$ cat config.mk
export PLATFORM = sky130hd
export DESIGN_NAME = icmp_echo_reply_rewriter_core
export DESIGN_NICKNAME = d
export VERILOG_FILES = /design/src/hw/rtl/icmp_erw_pkg.sv /design/src/hw/rtl/icmp_echo_reply_rewriter_core.sv /design/src/hw/rtl/icmp_erw_cell.sv /design/src/hw/rtl/icmp_erw_rewrite.sv
export SDC_FILE = /design/constraint.sdc
export NUM_CORES = 1
export LEC_CHECK = 0
export BUFFER_PORTS_ARGS = -buffer_cell sky130_fd_sc_hd__buf_2
export CAP_MARGIN = 20
export CORE_ASPECT_RATIO = 0.5
export CORE_MARGIN = 2
export CORE_UTILIZATION = 40
export CTS_CLUSTER_DIAMETER = 120
export DETAILED_ROUTE_END_ITERATION = 10
export GPL_TIMING_DRIVEN = 0
export HOLD_SLACK_MARGIN = 0.05
export PLACE_DENSITY_LB_ADDON = 0.15
export SLEW_MARGIN = 20
export SYNTH_ARGS = -nofsm -noshare
export SYNTH_HDL_FRONTEND = slang
export SYNTH_SLANG_ARGS = --single-unit
$ cat constraint.sdc
create_clock -name clk_i -period 26.8 [get_ports clk_i]
set_input_delay 5.36 -clock clk_i [delete_from_list [all_inputs] [get_ports clk_i]]
set_output_delay 5.36 -clock clk_i [all_outputs]
set_load 0.02 [all_outputs]
$ cat src/hw/rtl/icmp_erw_pkg.sv
package icmp_erw_pkg;

  // header geometry
  localparam int unsigned HdrLen    = 42;
  localparam int unsigned CntW      = 6;
  localparam int unsigned EthLen    = 14;
  localparam int unsigned IpEnd     = 34;

  // byte offsets inside the held header
  localparam int unsigned EtypeHiIdx = 12;
  localparam int unsigned EtypeLoIdx = 13;
  localparam int unsigned ProtoIdx   = 23;
  localparam int unsigned TypeIdx    = 34;
  localparam int unsigned CsumHiIdx  = 36;
  localparam int unsigned CsumLoIdx  = 37;
  localparam int unsigned MacDstIdx  = 0;
  localparam int unsigned MacSrcIdx  = 6;
  localparam int unsigned MacLen     = 6;
  localparam int unsigned IpSrcIdx   = 26;
  localparam int unsigned IpDstIdx   = 30;
  localparam int unsigned IpAddrLen  = 4;

  // protocol values
  localparam logic [15:0] EtherTypeIpv4 = 16'h0800;
  localparam logic [7:0]  ProtoIcmp     = 8'd1;
  localparam logic [7:0]  IcmpEchoReq   = 8'd8;
  localparam logic [7:0]  IcmpEchoReply = 8'd0;
  localparam logic [15:0] CsumAdj       = 16'h0800;

  typedef logic [HdrLen-1:0][7:0] hdr_t;

  typedef enum logic [1:0] {
    VerdictTx   = 2'd0,
    VerdictPass = 2'd1,
    VerdictDrop = 2'd2
  } verdict_e;

  typedef enum logic [2:0] {
    StCapture,
    StDecide,
    StAlign,
    StEmit,
    StPass
  } state_e;

  typedef struct packed {
    logic shift;
    logic load;
  } cell_ctrl_t;

endpackage

$ cat src/hw/rtl/icmp_echo_reply_rewriter_core.sv
// icmp echo responder
// input channel: in_valid_i/in_ready_o carry one frame byte per word, with
// frame_end_i on the last byte. output channel: out_valid_o/out_ready_i carry
// out_byte_o, out_end_o and verdict_o (0 transmit back, 1 pass, 2 drop).
// the first 42 bytes of a frame are shifted into a chain of 42 byte cells.
// when the 42nd byte or an earlier frame end arrives, a decide state sets the
// verdict and rewrites an echo request in place, then the chain shifts the
// held bytes out one word per cycle while the receiver keeps up. a short
// frame first shifts through an align state to bring its first byte to the
// head of the chain. input is not taken during decide, align and the burst.
// bytes after the header stream through one output register at one word per
// cycle while the receiver keeps up.
// a stalled receiver holds the output register; the chain and the input
// wait for it. reset empties the output and starts a new frame.
module icmp_echo_reply_rewriter_core
  import icmp_erw_pkg::*;
(
  input  logic       clk_i,
  input  logic       rst_ni,
  input  logic       in_valid_i,
  output logic       in_ready_o,
  input  logic [7:0] frame_byte_i,
  input  logic       frame_end_i,
  output logic       out_valid_o,
  input  logic       out_ready_i,
  output logic [7:0] out_byte_o,
  output logic       out_end_o,
  output logic [1:0] verdict_o
);

  state_e            state_d, state_q;
  logic [CntW-1:0]   cnt_d, cnt_q;
  logic [CntW-1:0]   len_d, len_q;
  logic [CntW-1:0]   emit_d, emit_q;
  logic              end_d, end_q;
  verdict_e          vrd_d, vrd_q, vrd_new;
  logic [7:0]        etype_hi_q, etype_lo_q, proto_q, type_q;
  logic              out_valid_d, out_valid_q;
  logic [7:0]        out_byte_d, out_byte_q;
  logic              out_end_d, out_end_q;
  logic [1:0]        out_vrd_d, out_vrd_q;
  logic              out_free, in_acc, out_load, emit_last, hdr_last;
  cell_ctrl_t        cell_ctrl;
  hdr_t              hdr, hdr_rw;

  assign out_free  = !out_valid_q || out_ready_i;
  assign in_acc    = in_valid_i && in_ready_o;
  assign emit_last = (emit_q + CntW'(1)) == len_q;
  assign hdr_last  = frame_end_i || (cnt_q == CntW'(HdrLen - 1));

  // verdict from the captured fields and the held length
  always_comb begin
    if (len_q < CntW'(EthLen)) begin
      vrd_new = VerdictDrop;
    end else if ({etype_hi_q, etype_lo_q} != EtherTypeIpv4) begin
      vrd_new = VerdictPass;
    end else if (len_q < CntW'(IpEnd)) begin
      vrd_new = VerdictDrop;
    end else if (proto_q != ProtoIcmp) begin
      vrd_new = VerdictPass;
    end else if (len_q < CntW'(HdrLen)) begin
      vrd_new = VerdictDrop;
    end else if (type_q != IcmpEchoReq) begin
      vrd_new = VerdictPass;
    end else begin
      vrd_new = VerdictTx;
    end
  end

  // header cell chain, byte 0 at the head
  for (genvar g = 0; g < HdrLen; g++) begin : gen_cell
    logic [7:0] nbr;
    if (g == HdrLen - 1) begin : gen_tail
      assign nbr = frame_byte_i;
    end else begin : gen_mid
      assign nbr = hdr[g + 1];
    end
    icmp_erw_cell u_cell (
      .clk_i  (clk_i),
      .ctrl_i (cell_ctrl),
      .nbr_i  (nbr),
      .alt_i  (hdr_rw[g]),
      .byte_o (hdr[g])
    );
  end

  icmp_erw_rewrite u_rewrite (
    .hdr_i (hdr),
    .hdr_o (hdr_rw)
  );

  // next state
  always_comb begin
    state_d = state_q;
    case (state_q)
      StCapture: begin
        if (in_acc && hdr_last) begin
          state_d = StDecide;
        end
      end
      StDecide: begin
        state_d = (len_q == CntW'(HdrLen)) ? StEmit : StAlign;
      end
      StAlign: begin
        if (cnt_q == CntW'(HdrLen - 1)) begin
          state_d = StEmit;
        end
      end
      StEmit: begin
        if (out_free && emit_last) begin
          state_d = end_q ? StCapture : StPass;
        end
      end
      StPass: begin
        if (in_acc && frame_end_i) begin
          state_d = StCapture;
        end
      end
      default: state_d = StCapture;
    endcase
  end

  // handshake and chain control
  always_comb begin
    in_ready_o      = 1'b0;
    out_load        = 1'b0;
    cell_ctrl.shift = 1'b0;
    cell_ctrl.load  = 1'b0;
    case (state_q)
      StCapture: begin
        in_ready_o      = 1'b1;
        cell_ctrl.shift = in_valid_i;
      end
      StDecide: begin
        cell_ctrl.load = (vrd_new == VerdictTx);
      end
      StAlign: begin
        cell_ctrl.shift = 1'b1;
      end
      StEmit: begin
        out_load        = out_free;
        cell_ctrl.shift = out_free;
      end
      StPass: begin
        in_ready_o = out_free;
        out_load   = in_valid_i && out_free;
      end
      default: begin
        in_ready_o = 1'b0;
      end
    endcase
  end

  // counters and frame status
  always_comb begin
    cnt_d  = cnt_q;
    len_d  = len_q;
    emit_d = emit_q;
    end_d  = end_q;
    vrd_d  = vrd_q;
    case (state_q)
      StCapture: begin
        if (in_acc) begin
          cnt_d = cnt_q + CntW'(1);
          if (hdr_last) begin
            len_d = cnt_q + CntW'(1);
            end_d = frame_end_i;
          end
        end
      end
      StDecide: begin
        vrd_d  = vrd_new;
        emit_d = '0;
      end
      StAlign: begin
        cnt_d = cnt_q + CntW'(1);
      end
      StEmit: begin
        if (out_free) begin
          emit_d = emit_q + CntW'(1);
          if (emit_last) begin
            cnt_d = '0;
          end
        end
      end
      default: begin
        cnt_d = cnt_q;
      end
    endcase
  end

  // output register, loaded from the chain head or the input
  always_comb begin
    out_valid_d = out_valid_q;
    out_byte_d  = out_byte_q;
    out_end_d   = out_end_q;
    out_vrd_d   = out_vrd_q;
    if (out_load) begin
      out_valid_d = 1'b1;
      out_vrd_d   = vrd_q;
      if (state_q == StEmit) begin
        out_byte_d = hdr[0];
        out_end_d  = end_q && emit_last;
      end else begin
        out_byte_d = frame_byte_i;
        out_end_d  = frame_end_i;
      end
    end else if (out_ready_i) begin
      out_valid_d = 1'b0;
    end
  end

  always_ff @(posedge clk_i or negedge rst_ni) begin
    if (!rst_ni) begin
      state_q     <= StCapture;
      cnt_q       <= '0;
      len_q       <= '0;
      emit_q      <= '0;
      end_q       <= 1'b0;
      vrd_q       <= VerdictTx;
      out_valid_q <= 1'b0;
    end else begin
      state_q     <= state_d;
      cnt_q       <= cnt_d;
      len_q       <= len_d;
      emit_q      <= emit_d;
      end_q       <= end_d;
      vrd_q       <= vrd_d;
      out_valid_q <= out_valid_d;
    end
  end

  // payload registers and captured header fields
  always_ff @(posedge clk_i) begin
    out_byte_q <= out_byte_d;
    out_end_q  <= out_end_d;
    out_vrd_q  <= out_vrd_d;
    if (state_q == StCapture && in_acc) begin
      if (cnt_q == CntW'(EtypeHiIdx)) etype_hi_q <= frame_byte_i;
      if (cnt_q == CntW'(EtypeLoIdx)) etype_lo_q <= frame_byte_i;
      if (cnt_q == CntW'(ProtoIdx))   proto_q    <= frame_byte_i;
      if (cnt_q == CntW'(TypeIdx))    type_q     <= frame_byte_i;
    end
  end

  assign out_valid_o = out_valid_q;
  assign out_byte_o  = out_byte_q;
  assign out_end_o   = out_end_q;
  assign verdict_o   = out_vrd_q;

endmodule

$ cat src/hw/rtl/icmp_erw_cell.sv
module icmp_erw_cell
  import icmp_erw_pkg::*;
(
  input  logic       clk_i,
  input  cell_ctrl_t ctrl_i,
  input  logic [7:0] nbr_i,
  input  logic [7:0] alt_i,
  output logic [7:0] byte_o
);

  logic [7:0] byte_d, byte_q;

  // take the neighbor's byte on a shift, the rewritten byte on a load
  always_comb begin
    byte_d = byte_q;
    if (ctrl_i.shift) begin
      byte_d = nbr_i;
    end else if (ctrl_i.load) begin
      byte_d = alt_i;
    end
  end

  always_ff @(posedge clk_i) begin
    byte_q <= byte_d;
  end

  assign byte_o = byte_q;

endmodule

$ cat src/hw/rtl/icmp_erw_rewrite.sv
module icmp_erw_rewrite
  import icmp_erw_pkg::*;
(
  input  hdr_t hdr_i,
  output hdr_t hdr_o
);

  logic [16:0] sum;
  logic [15:0] csum;

  // ones-complement add of the type change, end-around carry
  assign sum  = {1'b0, hdr_i[CsumHiIdx], hdr_i[CsumLoIdx]} + {1'b0, CsumAdj};
  assign csum = sum[15:0] + {15'b0, sum[16]};

  // swap addresses, turn request into reply, patch checksum
  always_comb begin
    hdr_o = hdr_i;
    for (int i = 0; i < MacLen; i++) begin
      hdr_o[MacDstIdx + i] = hdr_i[MacSrcIdx + i];
      hdr_o[MacSrcIdx + i] = hdr_i[MacDstIdx + i];
    end
    for (int i = 0; i < IpAddrLen; i++) begin
      hdr_o[IpSrcIdx + i] = hdr_i[IpDstIdx + i];
      hdr_o[IpDstIdx + i] = hdr_i[IpSrcIdx + i];
    end
    hdr_o[TypeIdx]   = IcmpEchoReply;
    hdr_o[CsumHiIdx] = csum[15:8];
    hdr_o[CsumLoIdx] = csum[7:0];
  end

endmodule

==> results of run 1 <==
## layout make-up
cell class | count | area [sq um] | share of cell area
Clock inverter | 20 | 138 | 0.00765
Multi-Input combinational cell | 730 | 3470 | 0.193
Sequential cell | 404 | 12000 | 0.667
Clock buffer | 47 | 1050 | 0.0582
Buffer | 49 | 263 | 0.0146
Tap cell | 530 | 663 | 0.0368
Inverter | 9 | 35.0 | 0.00195
Timing Repair Buffer | 35 | 375 | 0.0209
## logic make-up after synthesis
family,synth area share
simple gates,0.164
flops,0.762
buf+inv,0.0183
compound gates,0.0218
xor+xnor,0.0184
mux,0.00787
fa+ha+maj,0.00715
## layer usage
layer  global-route usage  routed length [microns]
met1                0.215                    14800
met2                0.198                    11800
met3               0.0285                     1400
met4               0.0324                      427
met5                    0                        0
## flip-flops by register name, summed over array words and instances (netlist names)
name                    flops
state_q                     3
verdict_o                   2
proto_q                     8
etype_hi_q                  8
vrd_q                       2
cnt_q                       6
out_valid_o                 1
emit_q                      6
end_q                       1
type_q                      8
etype_lo_q                  8
out_end_o                   1
out_byte_o                  8
len_q                       6
gen_cell.u_cell.byte_o    336
## path summary, 6_finish.rpt
kind,from,endpoint,slack (ns),cells after the start
min in group asynchronous,rst_ni,emit_q[2],4.84,1
hold reg to reg,gen_cell[40].u_cell.byte_o[0],gen_cell[39].u_cell.byte_o[0],0.42,0
hold / removal,gen_cell[40].u_cell.byte_o[0],gen_cell[39].u_cell.byte_o[0],0.42,0
setup / recovery,out_ready_i,in_ready_o,15.30,4
max in group asynchronous,rst_ni,emit_q[3],21.56,1
setup reg to reg,state_q[0],gen_cell[26].u_cell.byte_o[1],23.72,11
## report_power, final
part	switching (mW)	leakage, nW	total, mW	internal, mW
Combinational	0.356	2.37	0.546	0.191
Clock	0.226	0.579	0.522	0.296
Sequential	0.148	4.22	1.28	1.13
## critical path: stages
cell      delay, ns
buf_2          0.10
nor2b_1        0.32
a21boi_0       0.17
buf_2          0.19
## synthesized netlist by cell type, drive strengths merged (2+ instances only)
| library cell | n | area [sq um] |
|---|---|---|
| a21oi | 12 | 71.3 |
| a311oi | 2 | 17.5 |
| and2 | 11 | 68.8 |
| and3 | 2 | 12.5 |
| buf | 37 | 206 |
| clkbuf | 12 | 46.3 |
| dfrtp | 25 | 626 |
| edfxtp | 379 | 11400 |
| ha | 9 | 113 |
| inv | 8 | 30.0 |
| mux2 | 11 | 124 |
| nand2 | 525 | 1970 |
| nand2b | 4 | 25.0 |
| nand3 | 20 | 100 |
| nand3b | 2 | 18.8 |
| nand4 | 2 | 12.5 |
| nor2 | 24 | 95.1 |
| nor3 | 7 | 62.6 |
| nor4 | 8 | 65.1 |
| nor4b | 4 | 41.3 |
| o21ai | 29 | 145 |
| o22ai | 2 | 18.8 |
| or2 | 3 | 18.8 |
| or3 | 3 | 33.8 |
| xnor2 | 17 | 149 |
| xor2 | 16 | 140 |
==> qor.yml, run 1 <==
place:
  place_ws_ns: 15.35
  place_area_sq_um: 16800
  portBuffers: 25
  dp_cells: 1757
  routabilityCongestion: 0.818
  hpwl_mm: 18.2
critical_path:
  crit_required_ns: 21.44
  path_class: "in2out"
  startpoint_type: "input pin"
  end_kind: "output port"
  arrival_ns: 6.14
  critPathMaxFanout: 4
timing:
  setup_viol_count_final: 0
  setup_ws_ns: 15.30
  worst_hold_slack_ns: 0.418
  rsz0062_at_grt: "no"
  finalHoldViolations: 0
  max_freq_mhz: 87.0
  slew_headroom: 0.306
  tns_ns: 0
  tightest_slew_ns: 1.03
  skew_ns: 0.0156
  drv_slew: 0
  period_needed_ns: 11.50
  fin_crit_sh: 0.429
finish:
  postLayoutCellArea_sq_um: 18000
  final_cell_mix: "525 x nand2_1, 379 x edfxtp_1, 51 x buf_2, 41 x clkbuf_16, 27 x o21ai_0"
  syn2layout_area_growth_pct: 14.3
  fillers: 3464
  drive_gt1_frac: 0.120
  finalCoreUtilization: 0.463
  finalNonFillerCells: 1824
  n_antenna_cell: 0
  final_nets: 1289
  mostFrequentLayoutCell: "nand2_1"
global_routing:
  antenna_found_initial: 0
  grt_pass1_wl_mm: 45.3
  grt-ovfl-total: 0
  grt_start_max_net_pins: 99
  grt_use_total: 0.138
  grt_pass1_vias: 8283
logic_synthesis:
  synth.yosys.seq_area_share: 0.762
  synth_cell_type_count: 57
  syn-num-nets: 1214
  ys_ff_latch: 404
  synth_cells: 1192
  synthFlopType: "edfxtp_1"
  syn_area_sq_um: 15700
  async_flop_share: 0.0619
  synth_edf_count: 379
  yosys_warnings: 0
  syn-mean-instance-area_sq_um: 13.2
clock_network:
  clockBufferDepth: 3
  cts_tree: "built"
  cts_num_sinks: 404
  insertion_delay_ns: 0.53
  cts_resized: 0
  cts_setup_buffers: 0
  hold_buffers: 0
  cts_buffers: 38
  cts.clk_slew.worst_paths_ns: 0.06
  h-tree-depth: 2
  root_buffer: "clkbuf_16"
die:
  die_h_microns: 144
  core_sq_um: 38900
  row_count: 51
  start_util: 0.405
  die_w_microns: 285
  io_pins: 26
  die_area_sq_um: 41100
route:
  ant_nets: 0
  drc: 0
  firstDrtPassIters: 5
  viasPerCell: 4.77
  dr_total_vias: 8697
  avgRoutedWirePerCell_microns: 15.6
  drt-total-wl_mm: 28.4
  drt_iter0_drc: 771
power_and_ir_drop:
  finalPower_mw: 2.35
  peakVddDrop_mv: 0.0466
  leakage_nw: 7.17
  power_density_nw_per_um2: 130
status:
  outcome: "complete, no violations"
run:
  drv_cap: 0
hold_path:
  hold_class: "reg2reg"
Note: power is estimated with default switching activity, not from simulation.
==> inputs of run 2 (changes only) <==
- ABC_AREA: unset -> 1
- clock period: 26.8 -> 11.3 ns (I/O delays scaled with it)
==> run 2 against run 1 <==
  * First-iteration DRC count up 25%
  * Critical path depth up 2
  * Largest cell class unchanged
  * Sequential share of layout area down 0.32 points
==> qor.yml, run 2 <==
clock_network:
  insertion_delay_ns: 0.54
  cts_setup_buffers: 0
  cts_resized: 0
  cts_num_sinks: 404
  cts_tree: "built"
  hold_buffers: 0
  root_buffer: "clkbuf_16"
  clockBufferDepth: 3
  cts.clk_slew.worst_paths_ns: 0.07
  h-tree-depth: 2
  cts_buffers: 37
timing:
  skew_ns: 0.0279
  drv_slew: 0
  finalHoldViolations: 0
  tightest_slew_ns: 0.666
  fin_crit_sh: 0.454
  setup_viol_count_final: 0
  period_needed_ns: 5.13
  worst_hold_slack_ns: 0.399
  max_freq_mhz: 195
  rsz0062_at_grt: "no"
  slew_headroom: 0.552
critical_path:
  end_kind: "output port"
  startpoint_type: "input pin"
  crit_required_ns: 9.04
  critPathMaxFanout: 3
  arrival_ns: 2.87
  path_class: "in2out"
logic_synthesis:
  synth-xor-area-share: 0.00725
  synth_edf_count: 379
  syn-mean-instance-area_sq_um: 12.9
  synth.yosys.seq_area_share: 0.764
  async_flop_share: 0.0619
  syn_area_sq_um: 15700
  yosysTopAreaCell: "edfxtp_1"
  synth.area.mux_share: 0
  synth_top_area_frac: 0.724
  synthFlopType: "edfxtp_1"
  synth-simple-area-share: 0.120
  synth_top_family_by_area: "simple AND/OR/NAND/NOR gates"
  syn-num-nets: 1242
  synthAdderAreaFrac: 0.00717
  yosysMostFrequentCell: "edfxtp_1"
  synthTopCellsByCount: "379 x edfxtp_1, 351 x nand2_1, 122 x inv_1, 85 x o21ai_0, 68 x o21ai_1"
  yosys-top-cells-area: "edfxtp_1 72%, nand2_1 8.4%, dfrtp_1 4.0%"
  synth_cell_type_count: 39
  synth_compound_area_frac: 0.0565
  synth_cells: 1220
  yosys_warnings: 0
  ys_ff_latch: 404
route:
  drt_iter0_drc: 967
  firstDrtPassIters: 7
  dr_total_vias: 9116
  avgRoutedWirePerCell_microns: 16.8
  drt-total-wl_mm: 31.2
  viasPerCell: 4.91
  drc: 0
  ant_nets: 0
hold_path:
  hold_class: "reg2reg"
finish:
  mostFrequentLayoutCell: "edfxtp_1"
  n_antenna_cell: 0
  multi_input_area_sq_um: 3040
  drive_gt1_frac: 0.110
  largest_reg_flops: 336
  layout.area.seq_sq_um: 12000
  final_cell_mix: "379 x edfxtp_1, 351 x nand2_1, 122 x inv_1, 84 x o21ai_0, 68 x o21ai_1"
  fillers: 3526
  final_nets: 1318
  postLayoutCellArea_sq_um: 18100
  syn2layout_area_growth_pct: 15.1
  finalCoreUtilization: 0.466
die:
  die_h_microns: 144
  io_pins: 26
  die_area_sq_um: 41000
  start_util: 0.405
  core_sq_um: 38800
  die_w_microns: 284
  row_count: 51
global_routing:
  grt_pass1_wl_mm: 49.3
  antenna_found_initial: 0
  grt-ovfl-total: 0
  grt_use_total: 0.154
  grt_pass1_vias: 8733
  grt_start_max_net_pins: 92
place:
  portBuffers: 25
  routabilityCongestion: 0.824
  hpwl_mm: 20.0
  place_area_sq_um: 16800
run:
  drv_cap: 0
status:
  outcome: "complete, no violations"
==> run 2: worst max-delay path, stage by stage <==
cell and delay (ns):
buf_2 0.10, inv_1 0.04, nand2_1 0.08, nand2_1 0.14, nand2_1 0.09, buf_2 0.16
==> run 2: path summary, 6_finish.rpt <==
kind | cells after the start | from | slack, ns | to
hold reg to reg | 0 | gen_cell[41].u_cell.byte_o[3] | 0.40 | gen_cell[40].u_cell.byte_o[3]
hold / removal | 0 | gen_cell[41].u_cell.byte_o[3] | 0.40 | gen_cell[40].u_cell.byte_o[3]
setup reg to reg | 14 | state_q[2] | 8.33 | gen_cell[4].u_cell.byte_o[5]
max in group asynchronous | 1 | rst_ni | 9.16 | len_q[2]
setup / recovery | 6 | out_ready_i | 6.17 | in_ready_o
min in group asynchronous | 1 | rst_ni | 1.73 | state_q[0]
==> run 2: logic make-up after synthesis <==
group / count (synthesis)
and+or+nand+nor: 456
DFF: 404
AOI/OAI and AO/OA: 171
buffers and inverters: 167
xor gates and xnor gates: 13
adders and majority gates: 9
==> run 2: through the flow <==
step           cells  setup TNS, ns  worst slack (ns)
5_1_grt         1855              0              6.12
4_1_cts         1855              0              6.16
2_1_floorplan   1220              0              1.50
3_3_place_gp    1775        -374.29             -2.05
6_report        1855              0              6.17
3_5_place_dp    1787              0              6.16
==> run 2: area by class of cell <==
class / count / share of cell area
repair buffers: 37 / 0.0229
clock inverters: 23 / 0.0134
well taps: 530 / 0.0367
multi-input cells: 649 / 0.168
flip-flops and latches: 404 / 0.664
inverters: 126 / 0.0263
clock buffers: 45 / 0.0558
plain buffers: 41 / 0.0134
==> run 2: layer usage <==
metal / part of all wire / wire length [microns] / vias to the layer above / global-route usage
met2: 0.44 / 13800 / 266 / 0.234
met4: 0.016 / 484 / 0 / 0.0355
met5: 0 / 0 / - / 0
met1: 0.48 / 14900 / 4427 / 0.227
met3: 0.064 / 2000 / 45 / 0.0336
li1: - / - / 4378 / -
Power of run 2 is left out: the tool's default activity adds up to more than one toggle a clock period on the data nets, which glitch-free logic cannot reach.
==> inputs of run 3 (changes only) <==
- clock period: 11.3 -> 4.72 ns (I/O delays scaled with it)
==> run 3 against run 2 <==
  * Non-clock buffer count fell by 2
  * Die area did not move
  * Clock skew shrank 0.012 ns
  * Critical path type is now reg2reg
  * Largest cell class unchanged
==> qor.yml, run 3 (synthesis gave the netlist of run 2 again) <==
route:
  viasPerCell: 4.92
  dr_total_vias: 9101
  drc: 0
  ant_nets: 0
  drt-total-wl_mm: 31.0
  drt_iter0_drc: 774
  firstDrtPassIters: 5
  avgRoutedWirePerCell_microns: 16.8
critical_path:
  crit_required_ns: 4.94
  slowest_stage: "nor3_1"
  startpoint_type: "flip-flop"
  crit_family: "simple AND/OR/NAND/NOR gates"
  arrival_ns: 3.11
  cp_num_buf_inv: 3
  r2r-end: "gen_cell[4].u_cell.byte_o[5]"
  path_cells: "nor3_1, nand3_1, o21ai_4, buf_16, buf_16, buf_16"
  end_kind: "flip-flop"
  reg2reg_slack_ns: 1.83
  r2r_cells: 6
  crit_path_frequent_cell: "buf_16"
  slowest_delay_ns: 0.60
  path_class: "reg2reg"
  critPathMaxFanout: 26
  rr_startpoint: "state_q[1]"
timing:
  slew_headroom: 0.303
  max_freq_mhz: 346
  skew_ns: 0.0159
  period_needed_ns: 2.89
  setup_ws_ns: 1.83
  tightest_slew_ns: 1.04
  setup_viol_count_final: 0
  rsz0062_at_grt: "no"
  drv_slew: 0
  finalHoldViolations: 0
  fin_crit_sh: 0.612
  tns_ns: 0
finish:
  postLayoutCellArea_sq_um: 17900
  n_antenna_cell: 0
  fillers: 3537
  finalCoreUtilization: 0.462
  final_cell_mix: "379 x edfxtp_1, 351 x nand2_1, 122 x inv_1, 84 x o21ai_0, 68 x o21ai_1"
  drive_gt1_frac: 0.104
  largest_reg_flops: 336
  final_nets: 1316
  mostFrequentLayoutCell: "edfxtp_1"
  syn2layout_area_growth_pct: 14.1
clock_network:
  cts_setup_buffers: 0
  cts.clk_slew.worst_paths_ns: 0.06
  cts_buffers: 37
  root_buffer: "clkbuf_16"
  cts_num_sinks: 404
  insertion_delay_ns: 0.53
  hold_buffers: 0
  cts_tree: "built"
  h-tree-depth: 2
  clockBufferDepth: 3
  cts_resized: 0
status:
  outcome: "complete, no violations"
global_routing:
  grt_use_total: 0.153
  grt-ovfl-total: 0
  grt_start_max_net_pins: 83
  grt_pass1_wl_mm: 48.7
  grt_pass1_vias: 8669
  antenna_found_initial: 0
die:
  start_util: 0.405
  row_count: 51
  die_area_sq_um: 41000
  die_h_microns: 144
  die_w_microns: 284
  core_sq_um: 38800
  io_pins: 26
place:
  place_ws_ns: 1.49
  portBuffers: 25
  routabilityCongestion: 0.859
  place_area_sq_um: 16800
  hpwl_mm: 19.9
run:
  drv_cap: 0
hold_path:
  hold_class: "in2async"
-- run 3: cell count changes in the layout (fill, tap and decap cells not counted), sizes merged --
cell    change
buf         -2
clkinv      +4
inv         -2
bufinv      -2
clkbuf      -5
-- run 3: through the flow --
stage                     std cells  hold WS (ns)
after floorplan                1220         0.400
after global placement         1775         0.401
after detailed placement       1785         0.405
after CTS                      1848         0.416
after global routing           1848         0.422
final                          1848         0.406
-- run 3: cell type report --
| cell class | count | area [sq um] | share of cell area |
|---|---|---|---|
| Sequential cell | 404 | 12000 | 0.670 |
| Clock buffer | 40 | 937 | 0.0523 |
| Multi-Input combinational cell | 649 | 3030 | 0.169 |
| Buffer | 41 | 243 | 0.0135 |
| Timing Repair Buffer | 35 | 384 | 0.0214 |
| Tap cell | 530 | 663 | 0.0370 |
| Inverter | 126 | 475 | 0.0265 |
| Clock inverter | 23 | 181 | 0.0101 |
-- run 3: metal layers --
metal	global-route usage	vias to the layer above	share of wire	wire length (microns)
met5	0	-	0	0
met4	0.0465	0	0.023	712
li1	-	4369	-	-
met2	0.232	236	0.44	13500
met1	0.222	4448	0.48	15000
met3	0.0303	48	0.056	1730
-- run 3: worst max path at each step --
stage	start	end	slack, ns	cells after the start
final	state_q[1]	gen_cell[4].u_cell.byte_o[5]	1.83	6
after global routing	state_q[1]	gen_cell[11].u_cell.byte_o[0]	1.58	6
after CTS	state_q[1]	gen_cell[4].u_cell.byte_o[5]	1.84	6
after detailed placement	out_ready_i	gen_cell[4].u_cell.byte_o[2]	1.49	12
after global placement	state_q[1]	gen_cell[10].u_cell.byte_o[2]	-1.24	3
after floorplan	state_q[1]	gen_cell[0].u_cell.byte_o[0]	0.28	3
Power of run 3 is left out for the same reason.
